[src/rtl/lutc_pkg.sv]
// Shared types, constants and tables for the local time to UTC calendar block.
// Used by lutc_alu, lutc_year_unit and the top level; no dependencies.
package lutc_pkg;

  localparam int EPOCH_YEAR   = 1970;
  localparam int LAST_YEAR    = 2099;
  localparam int YEAR_W       = $clog2(LAST_YEAR + 2);
  localparam int CEN_W        = $clog2(LAST_YEAR / 100 + 2);
  localparam int ACC_W        = 20;
  localparam int RECIP_100    = 5243;
  localparam int RECIP_SHIFT  = 19;
  localparam int RECIP_W      = 13;
  localparam int LAST_MONTH   = 12;
  localparam int MONTH_SAT    = 13;

  localparam logic signed [ACC_W-1:0] SECS_PER_DAY  = ACC_W'(86400);
  localparam logic signed [ACC_W-1:0] SECS_PER_HOUR = ACC_W'(3600);
  localparam logic signed [ACC_W-1:0] SECS_PER_MIN  = ACC_W'(60);
  localparam logic signed [11:0]      ZONE_UNSPEC   = 12'sd2047;

  typedef enum logic [4:0] {
    S_IDLE,
    S_CENT,
    S_ZONE,
    S_HOUR,
    S_MIN,
    S_SEC,
    S_DBEF,
    S_SNEG,
    S_SDEC,
    S_SPOS,
    S_SINC,
    S_YBACK,
    S_YADD,
    S_YFWD,
    S_YINC,
    S_MON,
    S_HRS,
    S_MINS
  } state_t;

  typedef struct packed {
    logic signed [ACC_W-1:0] a;
    logic signed [ACC_W-1:0] b;
    logic                    sub;
  } alu_req_t;

  typedef struct packed {
    logic load;
    logic split;
    logic inc;
    logic dec;
  } yr_ctl_t;

  typedef struct packed {
    logic [YEAR_W-1:0] year;
    logic              leap;
    logic              at_epoch;
  } yr_stat_t;

  function automatic logic [8:0] days_before(input logic leap, input logic [3:0] m);
    logic [8:0] d;
    case (m)
      4'd0, 4'd1: d = 9'd0;
      4'd2:       d = 9'd31;
      4'd3:       d = leap ? 9'd60  : 9'd59;
      4'd4:       d = leap ? 9'd91  : 9'd90;
      4'd5:       d = leap ? 9'd121 : 9'd120;
      4'd6:       d = leap ? 9'd152 : 9'd151;
      4'd7:       d = leap ? 9'd182 : 9'd181;
      4'd8:       d = leap ? 9'd213 : 9'd212;
      4'd9:       d = leap ? 9'd244 : 9'd243;
      4'd10:      d = leap ? 9'd274 : 9'd273;
      4'd11:      d = leap ? 9'd305 : 9'd304;
      4'd12:      d = leap ? 9'd335 : 9'd334;
      default:    d = leap ? 9'd366 : 9'd365;
    endcase
    return d;
  endfunction

  function automatic logic signed [ACC_W-1:0] year_days(input logic leap);
    return leap ? ACC_W'(366) : ACC_W'(365);
  endfunction

endpackage

[src/rtl/lutc_alu.sv]
// Shared add/subtract unit for the local time to UTC calendar block.
// Depends on lutc_pkg.
module lutc_alu (
  input  lutc_pkg::alu_req_t                req,
  output logic signed [lutc_pkg::ACC_W-1:0] sum,
  output logic                              neg
);

  always_comb begin
    if (req.sub) begin
      sum = req.a - req.b;
    end else begin
      sum = req.a + req.b;
    end
    neg = sum[lutc_pkg::ACC_W-1];
  end

endmodule

[src/rtl/lutc_year_unit.sv]
// Year counter with running year mod 100 and century, giving the leap and at-epoch flags.
// Depends on lutc_pkg.
module lutc_year_unit (
  input  logic                 clk,
  input  logic [11:0]          year_in,
  input  lutc_pkg::yr_ctl_t    ctl,
  output lutc_pkg::yr_stat_t   stat
);

  logic [lutc_pkg::YEAR_W-1:0]                    year_r;
  logic [lutc_pkg::CEN_W-1:0]                     cen_r;
  logic [6:0]                                     r100_r;
  logic [lutc_pkg::YEAR_W-1:0]                    year_clamp;
  logic [lutc_pkg::YEAR_W+lutc_pkg::RECIP_W-1:0]  prod;
  logic [6:0]                                     cen_x100;

  always_comb begin
    if (int'(year_in) < lutc_pkg::EPOCH_YEAR) begin
      year_clamp = lutc_pkg::YEAR_W'(lutc_pkg::EPOCH_YEAR);
    end else if (int'(year_in) > lutc_pkg::LAST_YEAR) begin
      year_clamp = lutc_pkg::YEAR_W'(lutc_pkg::LAST_YEAR);
    end else begin
      year_clamp = lutc_pkg::YEAR_W'(year_in);
    end
    prod = (lutc_pkg::YEAR_W+lutc_pkg::RECIP_W)'(year_clamp) *
           (lutc_pkg::YEAR_W+lutc_pkg::RECIP_W)'(lutc_pkg::RECIP_100);
    cen_x100 = 7'((7'(cen_r) << 6) + (7'(cen_r) << 5) + (7'(cen_r) << 2));
  end

  always_ff @(posedge clk) begin
    if (ctl.load) begin
      year_r <= year_clamp;
      cen_r  <= lutc_pkg::CEN_W'(prod >> lutc_pkg::RECIP_SHIFT);
    end else if (ctl.split) begin
      r100_r <= 7'(year_r) - cen_x100;
    end else if (ctl.inc) begin
      year_r <= year_r + 1'b1;
      if (r100_r == 7'd99) begin
        r100_r <= '0;
        cen_r  <= cen_r + 1'b1;
      end else begin
        r100_r <= r100_r + 7'd1;
      end
    end else if (ctl.dec) begin
      year_r <= year_r - 1'b1;
      if (r100_r == 7'd0) begin
        r100_r <= 7'd99;
        cen_r  <= cen_r - 1'b1;
      end else begin
        r100_r <= r100_r - 7'd1;
      end
    end
  end

  always_comb begin
    stat.year     = year_r;
    stat.leap     = (year_r[1:0] == 2'b00) && ((r100_r != 7'd0) || (cen_r[1:0] == 2'b00));
    stat.at_epoch = (year_r == lutc_pkg::YEAR_W'(lutc_pkg::EPOCH_YEAR));
  end

endmodule

[src/rtl/local_time_to_utc_calendar_top.sv]
// Top level: sequencer and registers of the local time to UTC calendar converter.
// Depends on lutc_pkg, lutc_alu and lutc_year_unit.
//
// A time stamp is taken when start is high and busy is low; busy then stays high until
// the result is shown. The result appears for one cycle with out_valid and cannot be held
// off, so the receiver must take it in that cycle. While busy, the block splits the year;
// then the single shared adder sums the second offsets, makes up to two day carries, one
// year step and up to 12 month compares, then one subtraction per hour and per minute of the
// result plus one to close each loop. The result shows in the first cycle with busy low, and
// a new time stamp is accepted in that cycle.
module local_time_to_utc_calendar_top (
  input  logic               clk,
  input  logic               rst_n,
  input  logic               start,
  output logic               busy,
  input  logic [11:0]        in_local_year,
  input  logic [3:0]         in_local_month,
  input  logic [4:0]         in_local_day,
  input  logic [4:0]         in_local_hour,
  input  logic [5:0]         in_local_minute,
  input  logic [5:0]         in_local_second,
  input  logic signed [11:0] in_zone_offset,
  output logic               out_valid,
  output logic [11:0]        out_utc_year,
  output logic [3:0]         out_utc_month,
  output logic [4:0]         out_utc_day,
  output logic [4:0]         out_utc_hour,
  output logic [5:0]         out_utc_minute,
  output logic [5:0]         out_utc_second,
  output logic               out_clamped
);

  localparam int AW = lutc_pkg::ACC_W;

  lutc_pkg::state_t   state_r, state_nxt;
  lutc_pkg::alu_req_t alu_req;
  lutc_pkg::yr_ctl_t  yctl;
  lutc_pkg::yr_stat_t ystat;

  logic signed [AW-1:0] alu_sum;
  logic                 alu_neg;
  logic                 in_xfer;

  logic signed [AW-1:0] acc_r, acc_nxt;
  logic signed [AW-1:0] day_r, day_nxt;
  logic [3:0]           mon_r, mon_nxt;
  logic [4:0]           hr_r, hr_nxt;
  logic [5:0]           mn_r, mn_nxt;
  logic                 clamp_r, clamp_nxt;

  logic [3:0]           l_month_r;
  logic [4:0]           l_dm1_r;
  logic [4:0]           l_hour_r;
  logic [5:0]           l_minute_r;
  logic [5:0]           l_second_r;
  logic signed [11:0]   l_zone_r;

  logic                 out_valid_r, out_valid_nxt;
  logic                 out_load;
  logic [11:0]          out_year_r;
  logic [3:0]           out_month_r;
  logic [4:0]           out_day_r;
  logic [4:0]           out_hour_r;
  logic [5:0]           out_minute_r;
  logic [5:0]           out_second_r;
  logic                 out_clamped_r;

  logic signed [AW-1:0] zone_ext, hour_ext, min_ext;
  logic signed [AW-1:0] zone_term, hour_term, min_term, sec_term;
  logic signed [AW-1:0] dbef_in, dbef_cur, ydays;

  lutc_alu u_alu (
    .req (alu_req),
    .sum (alu_sum),
    .neg (alu_neg)
  );

  lutc_year_unit u_year (
    .clk     (clk),
    .year_in (in_local_year),
    .ctl     (yctl),
    .stat    (ystat)
  );

  assign in_xfer = start && !busy;
  assign busy    = (state_r != lutc_pkg::S_IDLE);

  always_comb begin
    zone_ext  = AW'(l_zone_r);
    hour_ext  = $signed(AW'(l_hour_r));
    min_ext   = $signed(AW'(l_minute_r));
    zone_term = (l_zone_r == lutc_pkg::ZONE_UNSPEC) ? '0 : (zone_ext <<< 6) - (zone_ext <<< 2);
    hour_term = (hour_ext <<< 12) - (hour_ext <<< 9) + (hour_ext <<< 4);
    min_term  = (min_ext <<< 6) - (min_ext <<< 2);
    sec_term  = $signed(AW'(l_second_r));
    dbef_in   = $signed(AW'(lutc_pkg::days_before(ystat.leap, l_month_r)));
    dbef_cur  = $signed(AW'(lutc_pkg::days_before(ystat.leap, mon_r)));
    ydays     = lutc_pkg::year_days(ystat.leap);
  end

  always_ff @(posedge clk) begin
    if (!rst_n) begin
      state_r     <= lutc_pkg::S_IDLE;
      out_valid_r <= 1'b0;
    end else begin
      state_r     <= state_nxt;
      out_valid_r <= out_valid_nxt;
    end
  end

  always_ff @(posedge clk) begin
    acc_r   <= acc_nxt;
    day_r   <= day_nxt;
    mon_r   <= mon_nxt;
    hr_r    <= hr_nxt;
    mn_r    <= mn_nxt;
    clamp_r <= clamp_nxt;
    if (in_xfer) begin
      l_month_r  <= (in_local_month > 4'(lutc_pkg::MONTH_SAT)) ?
                    4'(lutc_pkg::MONTH_SAT) : in_local_month;
      l_dm1_r    <= (in_local_day == 5'd0) ? 5'd0 : in_local_day - 5'd1;
      l_hour_r   <= in_local_hour;
      l_minute_r <= in_local_minute;
      l_second_r <= in_local_second;
      l_zone_r   <= in_zone_offset;
    end
    if (out_load) begin
      out_year_r    <= 12'(ystat.year);
      out_month_r   <= mon_r;
      out_day_r     <= 5'(day_r + AW'(1));
      out_hour_r    <= hr_r;
      out_minute_r  <= mn_r;
      out_second_r  <= acc_r[5:0];
      out_clamped_r <= clamp_r;
    end
  end

  always_comb begin
    state_nxt     = state_r;
    acc_nxt       = acc_r;
    day_nxt       = day_r;
    mon_nxt       = mon_r;
    hr_nxt        = hr_r;
    mn_nxt        = mn_r;
    clamp_nxt     = clamp_r;
    out_valid_nxt = 1'b0;
    out_load      = 1'b0;
    yctl          = '0;
    alu_req.a     = acc_r;
    alu_req.b     = '0;
    alu_req.sub   = 1'b0;
    case (state_r)
      lutc_pkg::S_IDLE: begin
        if (in_xfer) begin
          yctl.load = 1'b1;
          clamp_nxt = 1'b0;
          state_nxt = lutc_pkg::S_CENT;
        end
      end
      lutc_pkg::S_CENT: begin
        yctl.split = 1'b1;
        state_nxt  = lutc_pkg::S_ZONE;
      end
      lutc_pkg::S_ZONE: begin
        alu_req.a = '0;
        alu_req.b = zone_term;
        acc_nxt   = alu_sum;
        state_nxt = lutc_pkg::S_HOUR;
      end
      lutc_pkg::S_HOUR: begin
        alu_req.b = hour_term;
        acc_nxt   = alu_sum;
        state_nxt = lutc_pkg::S_MIN;
      end
      lutc_pkg::S_MIN: begin
        alu_req.b = min_term;
        acc_nxt   = alu_sum;
        state_nxt = lutc_pkg::S_SEC;
      end
      lutc_pkg::S_SEC: begin
        alu_req.b = sec_term;
        acc_nxt   = alu_sum;
        state_nxt = lutc_pkg::S_DBEF;
      end
      lutc_pkg::S_DBEF: begin
        alu_req.a = dbef_in;
        alu_req.b = $signed(AW'(l_dm1_r));
        day_nxt   = alu_sum;
        state_nxt = lutc_pkg::S_SNEG;
      end
      lutc_pkg::S_SNEG: begin
        alu_req.b = lutc_pkg::SECS_PER_DAY;
        if (acc_r[AW-1]) begin
          acc_nxt   = alu_sum;
          state_nxt = lutc_pkg::S_SDEC;
        end else begin
          state_nxt = lutc_pkg::S_SPOS;
        end
      end
      lutc_pkg::S_SDEC: begin
        alu_req.a   = day_r;
        alu_req.b   = AW'(1);
        alu_req.sub = 1'b1;
        day_nxt     = alu_sum;
        state_nxt   = lutc_pkg::S_SNEG;
      end
      lutc_pkg::S_SPOS: begin
        alu_req.b   = lutc_pkg::SECS_PER_DAY;
        alu_req.sub = 1'b1;
        if (!alu_neg) begin
          acc_nxt   = alu_sum;
          state_nxt = lutc_pkg::S_SINC;
        end else begin
          state_nxt = lutc_pkg::S_YBACK;
        end
      end
      lutc_pkg::S_SINC: begin
        alu_req.a = day_r;
        alu_req.b = AW'(1);
        day_nxt   = alu_sum;
        state_nxt = lutc_pkg::S_SPOS;
      end
      lutc_pkg::S_YBACK: begin
        if (day_r[AW-1]) begin
          if (ystat.at_epoch) begin
            clamp_nxt = 1'b1;
            acc_nxt   = '0;
            day_nxt   = '0;
            state_nxt = lutc_pkg::S_YFWD;
          end else begin
            yctl.dec  = 1'b1;
            state_nxt = lutc_pkg::S_YADD;
          end
        end else begin
          state_nxt = lutc_pkg::S_YFWD;
        end
      end
      lutc_pkg::S_YADD: begin
        alu_req.a = day_r;
        alu_req.b = ydays;
        day_nxt   = alu_sum;
        state_nxt = lutc_pkg::S_YBACK;
      end
      lutc_pkg::S_YFWD: begin
        alu_req.a   = day_r;
        alu_req.b   = ydays;
        alu_req.sub = 1'b1;
        if (!alu_neg) begin
          day_nxt   = alu_sum;
          state_nxt = lutc_pkg::S_YINC;
        end else begin
          mon_nxt   = 4'(lutc_pkg::LAST_MONTH);
          state_nxt = lutc_pkg::S_MON;
        end
      end
      lutc_pkg::S_YINC: begin
        yctl.inc  = 1'b1;
        state_nxt = lutc_pkg::S_YFWD;
      end
      lutc_pkg::S_MON: begin
        alu_req.a   = day_r;
        alu_req.b   = dbef_cur;
        alu_req.sub = 1'b1;
        if (!alu_neg) begin
          day_nxt   = alu_sum;
          hr_nxt    = '0;
          state_nxt = lutc_pkg::S_HRS;
        end else begin
          mon_nxt = mon_r - 4'd1;
        end
      end
      lutc_pkg::S_HRS: begin
        alu_req.b   = lutc_pkg::SECS_PER_HOUR;
        alu_req.sub = 1'b1;
        if (!alu_neg) begin
          acc_nxt = alu_sum;
          hr_nxt  = hr_r + 5'd1;
        end else begin
          mn_nxt    = '0;
          state_nxt = lutc_pkg::S_MINS;
        end
      end
      lutc_pkg::S_MINS: begin
        alu_req.b   = lutc_pkg::SECS_PER_MIN;
        alu_req.sub = 1'b1;
        if (!alu_neg) begin
          acc_nxt = alu_sum;
          mn_nxt  = mn_r + 6'd1;
        end else begin
          out_load      = 1'b1;
          out_valid_nxt = 1'b1;
          state_nxt     = lutc_pkg::S_IDLE;
        end
      end
      default: begin
        state_nxt = lutc_pkg::S_IDLE;
      end
    endcase
  end

  assign out_valid      = out_valid_r;
  assign out_utc_year   = out_year_r;
  assign out_utc_month  = out_month_r;
  assign out_utc_day    = out_day_r;
  assign out_utc_hour   = out_hour_r;
  assign out_utc_minute = out_minute_r;
  assign out_utc_second = out_second_r;
  assign out_clamped    = out_clamped_r;

endmodule

[config.mk]
export PLATFORM = sky130hd
export DESIGN_NAME = local_time_to_utc_calendar_top
export DESIGN_NICKNAME = d
export VERILOG_FILES = /design/src/rtl/lutc_pkg.sv /design/src/rtl/lutc_alu.sv /design/src/rtl/lutc_year_unit.sv /design/src/rtl/local_time_to_utc_calendar_top.sv
export SDC_FILE = /design/constraint.sdc
export NUM_CORES = 1
export LEC_CHECK = 0
export ABC_AREA = 1
export BUFFER_PORTS_ARGS = -buffer_cell sky130_fd_sc_hd__buf_2
export CAP_MARGIN = 20
export CORE_ASPECT_RATIO = 1.2
export CORE_MARGIN = 5
export CORE_UTILIZATION = 55
export DETAILED_ROUTE_END_ITERATION = 10
export MAX_ROUTING_LAYER = met4
export PLACE_DENSITY = 0.73
export SLEW_MARGIN = 20
export SYNTH_ARGS = -nofsm -noshare
export SYNTH_HDL_FRONTEND = slang
export SYNTH_SLANG_ARGS = --single-unit
[constraint.sdc]
create_clock -name clk -period 11.3 [get_ports clk]
set_clock_uncertainty 0.1 [all_clocks]
set_input_delay 0 -clock clk [delete_from_list [all_inputs] [get_ports clk]]
set_output_delay 0 -clock clk [all_outputs]
set_load 0.01 [all_outputs]
# ---- After elaboration in Yosys (flattened, before gate mapping)
# Cells that the tools add are included.
dict set report totals {
  mem_count 0
  register_bits 163
  word_cells 232
  output_inout_bits 41
  latch_bits 0
  in_bits 53
  ramBits 0
  rom_bits 0
}
dict set report classes {
  n_reduce_logical 46
  n_mul 1
  div 0
  order_cmp 3
  muxes 76
  shifts 0
  n_bitwise 1
  n_addsub 20
  eq_ne 59
}
# operator count
set op_table {}
lappend op_table {{$pmux 20 s11} 1}
lappend op_table {{$pmux 9 s12} 2}
lappend op_table {{$mux 20} 8}
lappend op_table {{$pmux 20 s3} 2}
lappend op_table {{$pmux 5 s17} 1}
lappend op_table {{$pmux 20 s4} 1}
lappend op_table {{$mux 12} 6}
lappend op_table {{$mux 5} 12}
lappend op_table {{$eq 4x4->1 const B} 10}
lappend op_table {{$eq 5x4->1 const B} 8}
lappend op_table {{$mux 7} 5}
lappend op_table {{$eq 4x3->1 const B} 8}
lappend op_table {{$mul 12x13->24 const B} 1}
lappend op_table {{$ne 2x2->1 const B} 12}
lappend op_table {{$mux 1} 23}
lappend op_table {{$add 20x20->20} 1}
lappend op_table {{$eq 5x3->1 const B} 4}
lappend op_table {{$reduce_and 4->1} 5}
lappend op_table {{$sub 20x20->20} 1}
lappend op_table {{$add 18x10->19} 1}
lappend op_table {{$sub 18x14->19} 1}
lappend op_table {{$sub 17x14->18} 1}
lappend op_table {{$eq 4x2->1 const B} 4}
lappend op_table {{$add 7x7->7} 2}
lappend op_table {{other kinds (52)} 86}

# ---- Depth between registers and ports, before layout
# Gate-level depths: netlist (run 1).
dict set report logic_depth {
  ltp_word 10
  ltp_mapped 37
  depth_no_buf 37
}

# ---- Modules after synthesis
# A second synthesis (run 1) with hierarchy kept.
dict set report hier_totals {
  cells_unflattened 2006
  area_unflattened_um2 15164.5
}
# module cells_each n_inst area_per_inst_um2 seq_area_each_um2
set by_module_without_submodules {}
lappend by_module_without_submodules {local_time_to_utc_calendar_top 980 1 8071.5 4113.9}
lappend by_module_without_submodules {lutc_year_unit 691 1 5342.6 720.7}
lappend by_module_without_submodules {lutc_alu 335 1 1750.4 0.0}

# ---- Least setup slack after synthesis (run 1)
# OpenSTA, ideal clock, no wires.
dict set report synth_timing {
  path_type {reg2reg}
  startpoint {reg u_year.r100_r[0]}
  endpoint {reg out_clamped_r (netlist: out_clamped) (enable)}
  setup_ns 0.435
  required_time_ns 10.765
  synth_period_minus_slack_ns 5.935
  path_slack_ns 5.365
  t_arrival_ns 5.400
  stages_incl_launch_ff 34
  path_buffers 1
  path_cell_list {edfxtp_1 -> inv_1 -> ha_1 -> inv_1 -> nor2_1 -> nand4_4 -> nand2_2 -> buf_6 -> nand2_1 -> nand2_1 -> nand3_1 -> nand2_1 -> nand3_2 -> inv_1 -> ha_1 -> nand3b_1 -> nor3_1 -> nand4_1 -> nand2_1 -> xnor2_1 -> inv_1 -> ha_1 -> nand2_1 -> nor3_1 -> nand2_1 -> inv_1 -> nand4_1 -> nand3_1 -> inv_1 -> nand3_1 -> nand2_1 -> nand3_2 -> nand2_4 -> nor2_1}
}
dict set report synth_between {
  elab_chain_len 10
  word_cells_on_any_way 24
  classes_between {2 x add/sub; 19 x mux; 3 x reduce/logical}
}
# item line
set synth_lines {}
lappend synth_lines {{start: declaration} lutc_year_unit.sv:12} ;# logic [6:0] r100_r;
lappend synth_lines {{start signal: assignment} lutc_year_unit.sv:35} ;# r100_r <= 7'(year_r) - cen_x100;
lappend synth_lines {{start signal: assignment} lutc_year_unit.sv:42} ;# r100_r <= r100_r + 7'd1;
lappend synth_lines {{start signal: assignment} lutc_year_unit.sv:50} ;# r100_r <= r100_r - 7'd1;
lappend synth_lines {{$reduce_bool 7->1 *} lutc_year_unit.sv:57} ;# stat.leap = (year_r[1:0] == 2'b00) && ((r100_r != 7'd0) || (cen_r[1:0] == 2'b00));
lappend synth_lines {{$logic_or 1x1->1 *} lutc_year_unit.sv:57}
lappend synth_lines {{$logic_and 1x1->1 *} lutc_year_unit.sv:57}
lappend synth_lines {{$mux 2, or another cell as far along} n/a}
lappend synth_lines {{$pmux 9 s12} lutc_pkg.sv:63} ;# case (m)
lappend synth_lines {{$pmux 20 s11 / $pmux 20 s3 (equally long branches)} local_time_to_utc_calendar_top.sv:152} ;# case (state_r)
lappend synth_lines {{$add 20x20->20 / $sub 20x20->20 (equally long branches)} {lutc_alu.sv:13, lutc_alu.sv:11}}
lappend synth_lines {{$mux 20 *} lutc_alu.sv:10} ;# if (req.sub) begin
lappend synth_lines {{$mux 1 *} local_time_to_utc_calendar_top.sv:286} ;# if (!alu_neg) begin
lappend synth_lines {{$mux 1 *} n/a}
lappend synth_lines {{via out_load} local_time_to_utc_calendar_top.sv:59} ;# logic out_load;
lappend synth_lines {{end signal: assignment} local_time_to_utc_calendar_top.sv:134} ;# out_clamped_r <= clamp_r;
lappend synth_lines {{end: declaration} local_time_to_utc_calendar_top.sv:66} ;# logic out_clamped_r;
# The timed path passes the listed nets; every way through them passes the cells marked *.
# A chain may end at the register's enable or synchronous reset.

# ---- Worst setup path in the final report (run 1)
dict set report layout_timing {
  startpoint {reg u_year.year_r[0] (netlist name)}
  endpoint {reg out_day_r[2] (netlist: out_utc_day[2]) (enable)}
}
dict set report layout_between {
  elab_chain_len 9
  word_cells_on_any_way 23
  classes_between {2 x add/sub; 19 x mux; 2 x reduce/logical}
}
# item line
set layout_lines {}
lappend layout_lines {{start: declaration} lutc_year_unit.sv:10} ;# logic [lutc_pkg::YEAR_W-1:0] year_r;
lappend layout_lines {{start signal: assignment} lutc_year_unit.sv:32} ;# year_r <= year_clamp;
lappend layout_lines {{start signal: assignment} lutc_year_unit.sv:37} ;# year_r <= year_r + 1'b1;
lappend layout_lines {{start signal: assignment} lutc_year_unit.sv:45} ;# year_r <= year_r - 1'b1;
lappend layout_lines {{$logic_not 2->1 *} lutc_year_unit.sv:57}
lappend layout_lines {{$logic_and 1x1->1 *} lutc_year_unit.sv:57}
lappend layout_lines {{$mux 2, or another cell as far along} n/a}
lappend layout_lines {{$pmux 9 s12} lutc_pkg.sv:63}
lappend layout_lines {{$pmux 20 s11 / $pmux 20 s3 (equally long branches)} local_time_to_utc_calendar_top.sv:152}
lappend layout_lines {{$add 20x20->20 / $sub 20x20->20 (equally long branches)} {lutc_alu.sv:13, lutc_alu.sv:11}}
lappend layout_lines {{$mux 20 *} lutc_alu.sv:10}
lappend layout_lines {{$mux 1 *} local_time_to_utc_calendar_top.sv:286}
lappend layout_lines {{$mux 1 *} n/a}
lappend layout_lines {{via out_load} local_time_to_utc_calendar_top.sv:59}
lappend layout_lines {{end signal: assignment} local_time_to_utc_calendar_top.sv:130} ;# out_day_r <= 5'(day_r + AW'(1));
lappend layout_lines {{end: declaration} local_time_to_utc_calendar_top.sv:62} ;# logic [4:0] out_day_r;
# Marked as above.

==> results of run 1 <==
[stage by stage]
| step | hold WS [ps] | utilization, % |
|---|---|---|
| 6_report | 0.819 | 62.5 |
| 5_1_grt | 33.3 | 62.5 |
| 4_1_cts | 6.21 | 62.5 |
| 3_5_place_dp | 78.1 | 58.4 |
| 3_3_place_gp | 76.0 | 58.4 |
| 2_1_floorplan | -1.13 | - |
[synthesized netlist by cell type (12+ instances only)]
library cell,instances,area (um^2)
nand3_1,114,571
clkbuf_1,14,52.6
xnor2_1,27,236
ha_1,150,1880
o21ai_0,66,330
nand4_1,19,119
nor2_2,20,125
nand2_2,13,81.3
inv_1,293,1100
xor2_1,41,359
a21oi_1,83,415
inv_2,14,52.6
a31oi_1,12,75.1
nand3_2,14,140
edfxtp_1,157,4710
nor3_1,31,155
nand2_1,306,1150
fa_1,49,981
nor2_1,205,769
[power breakdown]
group	internal, uW	switching [uW]
Combinational	1330	2320
Sequential	1040	138
Clock	351	259
[metal layers]
layer	track usage, %	up-vias	routed length (um)
li1	-	6104	-
met1	31.2	5731	15300
met2	45.7	364	19100
met3	3.39	78	1670
met4	8.86	0	1100
met5	-	-	0
[cell usage in the layout (no fill, tap or decap), types with 17 or more instances in the layout]
cell type and n:
inv_1 293, o21ai_0 66, nand2_1 306, nor2_1 203, nand3_1 114, buf_2 93, xnor2_1 27, fa_1 49
edfxtp_1 157, nor2_2 18, a21oi_1 83, clkbuf_16 17, dlygate4sd3_1 45, nand4_1 19, nor3_1 30, ha_1 150
xor2_1 41
[critical path: cells and delay by family, from the launching register on]
kind	cells	cell delay, ps
simple gates	21	3450
buf+inv	6	930
fa+ha+maj	2	500
flops	1	490
xor+xnor	1	110
[flip-flops by register name, indices dropped and copies added (netlist names), 7 cells and up]
name / count
l_zone_r: 12
out_utc_year: 12
day_r: 20
acc_r: 20
u_year.r100_r: 7
u_year.year_r: 12
[final cells by class]
type	instances	area, um^2
fillers	2292	9820
multi-input cells	1263	8380
flip-flops and latches	163	4830
inverters	314	1190
repair buffers	141	938
clock buffers	18	429
well taps	335	419
clock inverters	13	174
[path summary, 6_finish.rpt]
path / end / cells after the start / startpoint
setup / recovery: out_utc_day[2] / 30 / u_year.year_r[0]
hold / removal: clamp_r / 3 / start
setup reg to reg: out_utc_day[2] / 30 / u_year.year_r[0]
hold reg to reg: out_clamped / 0 / clamp_r
[cell families after synthesis]
kind of cell,synth area share [%]
AOI/OAI and AO/OA,8.93
DFF,33.3
muxes,0.0690
xor gates and xnor gates,4.11
and+or+nand+nor,24.8
buffers and inverters,9.04
adders and majority gates,19.7
==> flow_summary.ini, run 1 <==
[clock_tree]
path_clk_slew_ps = 70
clk_latency_ps = 450
cts_setup_buffers = 0
cts_tree = yes
cts_buffers = 17
ctsHoldBuffers = 45
clock_path_buffers = 2
clock_sinks = 163
cts-resized-gates = 0
cts_root_buf = clkbuf_16
cts_max_level = 4

[worst_setup_path]
worstPathArrival_ps = 5960
crit_path_end_kind = register
cp_max_fo = 27
ff2ff_setup_slack_ps = 5350
worst_path_most_repeated_cell = nand2_1
critPathSlowestCell = nor2_1
critical_path.max_stage_delay_ps = 550
cp-start-kind = register
critPathKind = register to register
crit_required_ps = 11310

[run_status]
status = complete, no violations

[grt]
antenna_found_initial = 0
grt-ovfl-total = 0
grt_pass1_vias = 12300
grt_pass1_wl_mm = 60.3
track_usage_pct = 26.3
grt_max_degree = 55

[detailed_routing]
vias = 12300
drcViolationCount = 0
wl_per_cell_um = 16.5
avgViaCountPerCell = 5.46
wirelength_mm = 37.1
first_pass_iters = 6
drtAntennaViolNets = 0
initialDrtViolationCount = 744

[placed_design]
dpl_cell_area_mm2 = 0.0153
place_hpwl_mm = 29.5
placedCellCount = 2171
port-buffer-count = 93
place_congestion = 0.968
preCtsSetupSlack_ps = 5170

[floorplanning]
dieArea_mm2 = 0.0297
initial_utilization_pct = 55.4
die_height_um = 188
core.rowCount = 65
design.core.area_mm2 = 0.0262
die_w_um = 158
ios = 94

[finish]
nets = 2152
drive_gt1_share_pct = 12.0
post-route-cell-area_mm2 = 0.0164
areaGrowthSynthToFinish_pct = 12.9
antennaDiodeCount = 0
fin_cells = 2247

[synthesis]
synth.net_count = 2015
synth_cell_types = 64
yosysSeqAreaShare_pct = 33.3
synthFlopType = edfxtp_1
ys_ff_latch = 163
syn_area_mm2 = 0.0145
syn_inst = 1763
yosys_warnings = 0
synth_edf_count = 157
avgSynthCellArea_um2 = 8.22
synth-async-reset-ratio_pct = 0

[sta]
slew_viol_final = 0
fin_crit_ps = 5950
tightest_slew_ps = 996
final-setup-viol-count = 0
hold_viol = 0
fmax_mhz = 168
setup_tns_ps = 0
timing.final.crit_share_pct = 52.7
setup_ws_ps = 5350
rsz0062_at_grt = no
max-slew-margin-rel_pct = 33.3

[pwr]
leakagePower_uw = 0.00787
ir_drop_mv = 0.237
power-per-cell-area_mw_per_mm2 = 332
total_power_uw = 5440

[flow_run]
maxCapViolations = 0

[hold_path]
hold_path.class = primary input to register
(Power assumes the default switching activity.)
==> run 2: changes to the inputs <==
==> constraint.sdc (replaced) <==
create_clock -name clk -period 6.1 [get_ports clk]
set_clock_uncertainty 0.1 [all_clocks]
set_input_delay 0 -clock clk [delete_from_list [all_inputs] [get_ports clk]]
set_output_delay 0 -clock clk [all_outputs]
set_load 0.01 [all_outputs]
==> flow_summary.ini, run 2 (synthesized netlist as in run 1, its figures left out) <==
[finish]
final_common_cell = nand2_1
top_regs = acc_r: 20 flops, day_r: 20 flops
drive_gt1_share_pct = 13.6
layout.cells.most_common_list = nand2_1 (304), inv_1 (293), nor2_1 (199)
areaGrowthSynthToFinish_pct = 14.4
nets = 2171
antennaDiodeCount = 0
nFillCells = 2251
post-route-cell-area_mm2 = 0.0166

[detailed_routing]
initialDrtViolationCount = 737
first_pass_iters = 6
drtAntennaViolNets = 0
avgViaCountPerCell = 5.44
wirelength_mm = 37.0
drcViolationCount = 0
vias = 12300
wl_per_cell_um = 16.3

[sta]
fmax_mhz = 177
slew_viol_final = 0
fin_crit_ps = 5660
tightest_slew_ps = 816
timing.final.crit_share_pct = 92.8
fin_hold_ws_ps = 34.9
final-setup-viol-count = 0
max-slew-margin-rel_pct = 45.4
hold_viol = 0
setup_ws_ps = 438

[placed_design]
port-buffer-count = 93
preCtsSetupSlack_ps = 490
place_congestion = 0.998
dpl_cell_area_mm2 = 0.0154
place_hpwl_mm = 29.2

[worst_setup_path]
critPathSlowestCell = dlygate4sd3_1
crit_required_ps = 6330
worstPathArrival_ps = 5890
critical_path.max_stage_delay_ps = 560
cp-start-kind = register
critPathKind = register to register
worst_path_most_repeated_cell = nand2_1
crit_path_end_kind = register
critPathLaunch = l_zone_r[11]
cp_max_fo = 11
r2r-start = l_zone_r[11]

[pwr]
power.share.sequential_pct = 21.4
p_comb_share_pct = 68.3
pwr-share-clk_pct = 10.4
p_sw_share_pct = 50.0
ir_drop_mv = 0.407
switching_power_uw = 5090
p_int_uw = 5100
leakagePower_uw = 0.00796
power-per-cell-area_mw_per_mm2 = 614

[hold_path]
hold_path.class = primary input to register
min_from = in_local_year[3]

[clock_tree]
clock_path_buffers = 2
cts_buffers = 17
cts_tree = yes
clock_sinks = 163
cts_max_level = 4
cts_root_buf = clkbuf_16
clk_latency_ps = 450
path_clk_slew_ps = 70

[grt]
grt_pass1_vias = 12400
grt-ovfl-total = 0
antenna_found_initial = 0
track_usage_pct = 25.6
grt_pass1_wl_mm = 59.0
grt_max_degree = 55

[floorplanning]
die_w_um = 158
ios = 94
design.core.area_mm2 = 0.0262
core.rowCount = 65
die_height_um = 188
dieArea_mm2 = 0.0297
initial_utilization_pct = 55.4

[flow_run]
maxCapViolations = 0

[run_status]
status = complete, no violations
[run 2: layer usage]
layer | wire length (um) | track usage (%) | up-vias
li1 | - | - | 6136
met1 | 15100 | 29.4 | 5740
met2 | 18700 | 44.8 | 356
met3 | 1660 | 2.95 | 92
met4 | 1530 | 11.1 | 0
met5 | 0 | - | -
[run 2: layout make-up]
cell class	count	area, um^2	area share [%]
Clock buffer	19	433	2.61
Timing Repair Buffer	160	1090	6.57
Inverter	314	1190	7.15
Multi-Input combinational cell	1263	8490	51.2
Sequential cell	163	4830	29.1
Tap cell	335	419	2.53
Clock inverter	12	133	0.799
[run 2: what timing repair did]
item / 4_1_cts / 5_1_grt
resized for setup: 0 / 28
hold buffers: 47 / 0
endpoints found under the hold margin: 47 / 0
endpoints found under the setup margin: 0 / 39
setup buffers: 0 / 8
[run 2: metrics by stage]
| stage | utilization, % | setup TNS, ps | power, uW | std cells |
|---|---|---|---|---|
| 2_1_floorplan | - | 0 | 7350 | 1763 |
| 3_3_place_gp | 58.7 | 0 | 8680 | 2180 |
| 3_5_place_dp | 58.7 | 0 | 8860 | 2180 |
| 4_1_cts | 62.6 | 0 | 10000 | 2258 |
| 5_1_grt | 63.3 | -22.7 | 11200 | 2266 |
| 6_report | 63.3 | 0 | 10200 | 2266 |
[run 2: critical path, delay by kind of cell, from the launching register on]
kind	cells	cell delay (ps)
AO/OA/AOI/OAI	2	400
adder cells (fa/ha/maj)	2	540
buffers and inverters	7	1570
flip-flops	1	370
AND/OR/NAND/NOR	22	2560
[run 2: power groups by stage]
stage	registers, uW	clock network [uW]	logic [uW]
after floorplan	2110	0	5230
after global placement	2190	0	6490
after detailed placement	2200	0	6660
after CTS	2180	1070	6750
after global routing	2210	1120	7820
final	2180	1060	6960
[run 2: final timing paths]
path / slack [ps] / end / cells after the start
setup / recovery: 440 / state_r[4] / 33
hold / removal: 30 / u_year.year_r[3] / 3
setup reg to reg: 440 / state_r[4] / 33
hold reg to reg: 330 / out_clamped / 0
